### config.mk
export PLATFORM = sky130hd
export DESIGN_NAME = mm4_cell
export DESIGN_NICKNAME = d
export VERILOG_FILES = /design/src/mm4_pkg.sv /design/src/mm4_cell.sv
export SDC_FILE = /design/constraint.sdc
export NUM_CORES = 2
export LEC_CHECK = 0
export BUFFER_PORTS_ARGS = -buffer_cell sky130_fd_sc_hd__buf_4
export CAP_MARGIN = 20
export CORE_UTILIZATION = 60
export CTS_CLUSTER_DIAMETER = 150
export DETAILED_ROUTE_END_ITERATION = 16
export GPL_ROUTABILITY_DRIVEN = 1
export PLACE_DENSITY = 0.87
export SLEW_MARGIN = 25
export SYNTH_ARGS = -nofsm -noshare
export SYNTH_HDL_FRONTEND = slang
export SYNTH_SLANG_ARGS = --single-unit
### constraint.sdc
create_clock -name clock -period 17.4 [get_ports clock]
set_input_delay 2.61 -clock clock [delete_from_list [all_inputs] [get_ports clock]]
set_output_delay 2.61 -clock clock [all_outputs]
set_load 0.01 [all_outputs]
### src/mm4_pkg.sv
`timescale 1ns / 1ps
`default_nettype none
// ----------------------------------------------------------------------------
// mm4_pkg
// Shared constants and types for the Q16.16 square matrix multiplier.
// ----------------------------------------------------------------------------
package mm4_pkg;

   localparam int DIM      = 4;
   localparam int ELEMS    = DIM * DIM;
   localparam int FRAC     = 16;
   localparam int DATA_W   = 32;
   localparam int K_W      = (DIM > 1) ? $clog2(DIM) : 1;
   localparam int CNT_W    = (ELEMS > 1) ? $clog2(ELEMS) : 1;
   localparam int ACC_W    = 2 * DATA_W + K_W;
   // top accumulator bits that must agree for the shifted sum to fit
   localparam int SAT_HI_W = ACC_W - FRAC - DATA_W + 1;

   typedef logic signed [DATA_W-1:0] elem_type;
   typedef logic [2:0]               idx_type;
   typedef logic [K_W-1:0]           kidx_type;
   typedef logic signed [ACC_W-1:0]  acc_type;

   typedef struct packed {
      elem_type left_element;
      elem_type right_element;
   } req_payload_type;

   typedef struct packed {
      elem_type product_element;
      idx_type  element_row;
      idx_type  element_col;
      logic     was_saturated;
      logic     last_element;
   } rsp_payload_type;

   // one left element travelling down the cell chain
   typedef struct packed {
      logic     valid;
      elem_type a;
      kidx_type k;
      logic     last;
   } feed_type;

   // right element write into the column stores
   typedef struct packed {
      logic     en;
      kidx_type k;
      kidx_type col;
      elem_type data;
   } wr_type;

   typedef struct packed {
      logic    done;
      acc_type acc;
   } cell_stat_type;

   typedef enum logic [1:0] {
      ST_LOAD,
      ST_ISSUE,
      ST_WAIT,
      ST_EMIT
   } state_type;

endpackage
`default_nettype wire

### src/mm4_cell.sv
`timescale 1ns / 1ps
`default_nettype none
// ----------------------------------------------------------------------------
// mm4_cell
// One column cell: holds a column of the right matrix, multiplies each
// passing left element by it and accumulates the dot product.
// ----------------------------------------------------------------------------
module mm4_cell (
   input  wire logic                   clock,
   input  wire logic                   reset,
   input  wire mm4_pkg::kidx_type      cell_index,
   input  wire mm4_pkg::wr_type        wr,
   input  wire logic                   clear,
   input  wire mm4_pkg::feed_type      feed_in,
   output mm4_pkg::feed_type           feed_out,
   output mm4_pkg::cell_stat_type      stat
);

   mm4_pkg::elem_type              col_ff [mm4_pkg::DIM];
   mm4_pkg::feed_type              feed_ff;
   logic signed [2*mm4_pkg::DATA_W-1:0] prod_ff;
   logic                           prod_valid_ff;
   logic                           prod_first_ff;
   logic                           prod_last_ff;
   mm4_pkg::acc_type               acc_ff;
   logic                           done_ff;
   mm4_pkg::elem_type              b_sel;

   assign b_sel = col_ff[feed_in.k];

   always_ff @(posedge clock) begin
      if (wr.en && wr.col == cell_index) begin
         col_ff[wr.k] <= wr.data;
      end
   end

   always_ff @(posedge clock) begin
      if (reset) begin
         feed_ff       <= '0;
         prod_valid_ff <= 1'b0;
         done_ff       <= 1'b0;
      end else begin
         feed_ff       <= feed_in;
         prod_valid_ff <= feed_in.valid;
         if (clear) begin
            done_ff <= 1'b0;
         end else if (prod_valid_ff && prod_last_ff) begin
            done_ff <= 1'b1;
         end
      end
   end

   always_ff @(posedge clock) begin
      prod_ff       <= feed_in.a * b_sel;
      prod_first_ff <= (feed_in.k == '0);
      prod_last_ff  <= feed_in.last;
      if (prod_valid_ff) begin
         if (prod_first_ff) begin
            acc_ff <= mm4_pkg::acc_type'(prod_ff);
         end else begin
            acc_ff <= acc_ff + mm4_pkg::acc_type'(prod_ff);
         end
      end
   end

   assign feed_out  = feed_ff;
   assign stat.done = done_ff;
   assign stat.acc  = acc_ff;

endmodule
`default_nettype wire

==> results.json <==
{
  "synth_edf_count": 194,
  "async_flop_share_pct": 0,
  "cts_hold_buf": 0,
  "cp_data_required_time_ps": 17870,
  "start_util_pct": 61.07,
  "core_um2": 81070,
  "drcViolationCount": 0,
  "r2r-start": "col_ff[3][5]",
  "portBuffers": 180,
  "dieArea_um2": 83670,
  "hp-start": "prod_last_ff",
  "hold_class": "register to register",
  "hold_depth": 2,
  "cts_buffers": 35,
  "ant_nets": 0,
  "cts_setup_buffers": 0,
  "grt_pass1_wl_um": 210900,
  "clockBufferDepth": 3,
  "synth_most_common_cell": "fa_1",
  "synth_cells": 4961,
  "final-max-slew-violation-count": 0,
  "dieHeight_um": 289.3,
  "slowest_stage": "mux4_2",
  "wl_um": 131000,
  "floorplan.rows": 104,
  "syn_avg_cell_area_um2": 9.980,
  "holdPathEnd": "done_ff",
  "synth_area_leader_cell": "fa_1",
  "final_area_um2": 52450,
  "seq_area_frac_synth_pct": 15.93,
  "grt_pass1_vias": 39330,
  "num_vias": 35290,
  "path_class": "input port to register",
  "run_status": "finished, final reports clean",
  "drt_pass1_iterations": 6,
  "dpl-instance-area_um2": 51290,
  "drive_gt1_share_pct": 6.357,
  "r2r-end": "prod_ff[63]",
  "cts-root-buf": "clkbuf_16",
  "slowest_delay_ps": 990,
  "synth_nets": 6371,
  "timing.final.crit_share_pct": 66.85,
  "reg2reg_depth": 27,
  "fin_cells": 6017,
  "drtIter0Drc": 3057,
  "pin_count": 181,
  "grt.total_usage_pct": 32.95,
  "ys_warn_count": 0,
  "synth_top_area_share_pct": 43.79,
  "die-width_um": 289.3,
  "maxCapViolCount": 0,
  "overflow": 0,
  "crit_start": "feed_in[1]",
  "dpl.hpwl_um": 98700,
  "max-slew-margin-rel_pct": 32.82,
  "antenna_found_initial": 0,
  "layout.nets": 6340,
  "dp_cells": 5953,
  "startpoint_type": "input port",
  "synth_top_cells_by_count": "fa_1, inv_1, nand2_1",
  "cts_sinks": 297,
  "wl_per_cell_um": 21.78,
  "gp_congestion": 0.9531,
  "crit_path_frequent_cell": "fa_1",
  "area_growth_pct": 5.934,
  "finClkSkew_ps": 30.17,
  "synth_area_um2": 49510,
  "clk_latency_ps": 560,
  "rrSetupSlack_ps": 8120,
  "ys_types": 73,
  "synth_seq_cells": 297,
  "synthTopCellsByArea": "fa_1, edfxtp_1, inv_1",
  "path_max_fanout": 35,
  "hold_viol": 0,
  "cts-resized-gates": 0,
  "fmax_mhz": 85.97,
  "period_needed_ps": 11630,
  "htree_levels": 2,
  "end_kind": "register",
  "vias_per_cell": 5.865,
  "yosys_most_used_dff": "edfxtp_1",
  "critPathArrivalTime_ps": 12100,
  "tightest_slew_ps": 982.2,
  "fin_setup_tns_ps": 0,
  "rsz0062_at_grt": "false",
  "hold_slack_ps": 501.7,
  "grt_start_max_net_pins": 83,
  "path_clk_slew_ps": 60,
  "finalSetupViolCount": 0,
  "cts_tree": "built"
}
stage by stage:
step / setup slack, ps / util (%)
after global placement: 5407 / 63.27
final: 5768 / 64.70
after floorplan: 6095 / -
after detailed placement: 5290 / 63.27
after CTS: 5852 / 64.69
after global routing: 5193 / 64.69
cell type report:
| cell class | instances | area (um^2) |
|---|---|---|
| Antenna cell | 2 | 5.005 |
| Clock buffer | 54 | 1104 |
| Clock inverter | 8 | 46.29 |
| Fill cell | 6048 | 28620 |
| Inverter | 1038 | 3896 |
| Multi-Input combinational cell | 3366 | 36740 |
| Sequential cell | 297 | 7893 |
| Tap cell | 1060 | 1326 |
| Timing Repair Buffer | 192 | 1441 |
per-layer routing:
metal  global-route usage [%]  up-vias  share of wire [%]
met4                    16.41        0                5.9
li1                         -    14910                  -
met3                    7.992      583                 11
met5                        0        -                  0
met2                    53.74     2104                 47
met1                    41.19    17700                 36
critical path: cells and delay by family:
family                   cells  cell delay, ps
buffers and inverters        8            1410
AND/OR/NAND/NOR              6            1110
multiplexers                 1             990
AO/OA/AOI/OAI                4             750
adder cells (fa/ha/maj)      9            5180
worst max-delay path by stage:
stage                        to  slack [ps]  cells after the start
floorplan           prod_ff[63]        6100                     31
global placement    prod_ff[63]        5410                     26
detailed placement  prod_ff[63]        5290                     28
CTS                 prod_ff[63]        5850                     28
global route        prod_ff[63]        5190                     28
finish              prod_ff[63]        5770                     28
registers in the layout, indices dropped and copies added (netlist names):
| signal | cells |
|---|---|
| col_ff | 128 |
| feed_out | 35 |
| acc_ff | 66 |
| done_ff | 1 |
| prod_first_ff | 1 |
| prod_ff | 64 |
| prod_valid_ff | 1 |
| prod_last_ff | 1 |
cells by family after synthesis:
| group | count (synthesis) | share of synthesized area, % |
|---|---|---|
| adders and majority gates | 1332 | 50.08 |
| buffers and inverters | 1298 | 9.901 |
| muxes | 40 | 1.602 |
| AOI/OAI and AO/OA | 466 | 6.032 |
| and+or+nand+nor | 1400 | 14.19 |
| xor gates and xnor gates | 128 | 2.264 |
| DFF | 297 | 15.93 |
cell usage in the layout (no fill, tap or decap), types with 12 or more instances in the layout:
| cell type | n |
|---|---|
| clkbuf_16 | 40 |
| nand3_1 | 21 |
| edfxtp_1 | 194 |
| nor2b_1 | 50 |
| nor2_1 | 70 |
| buf_4 | 192 |
| nand4_1 | 26 |
| nand2_1 | 626 |
| fa_1 | 1083 |
| a21oi_1 | 129 |
| o21a_1 | 22 |
| xor2_1 | 42 |
| and3_1 | 15 |
| and2_1 | 516 |
| nand2b_1 | 15 |
| a211oi_1 | 12 |
| ha_1 | 249 |
| dfxtp_1 | 101 |
| nor3_1 | 17 |
| or2_2 | 12 |
| mux4_2 | 31 |
| inv_1 | 1038 |
| o21ai_0 | 120 |
| a31oi_1 | 14 |
| o21bai_1 | 23 |
| xnor2_1 | 86 |
| a21o_1 | 70 |
Power is not shown: default switching activity piles up to over one toggle a cycle in this logic, so the estimate is an artifact.
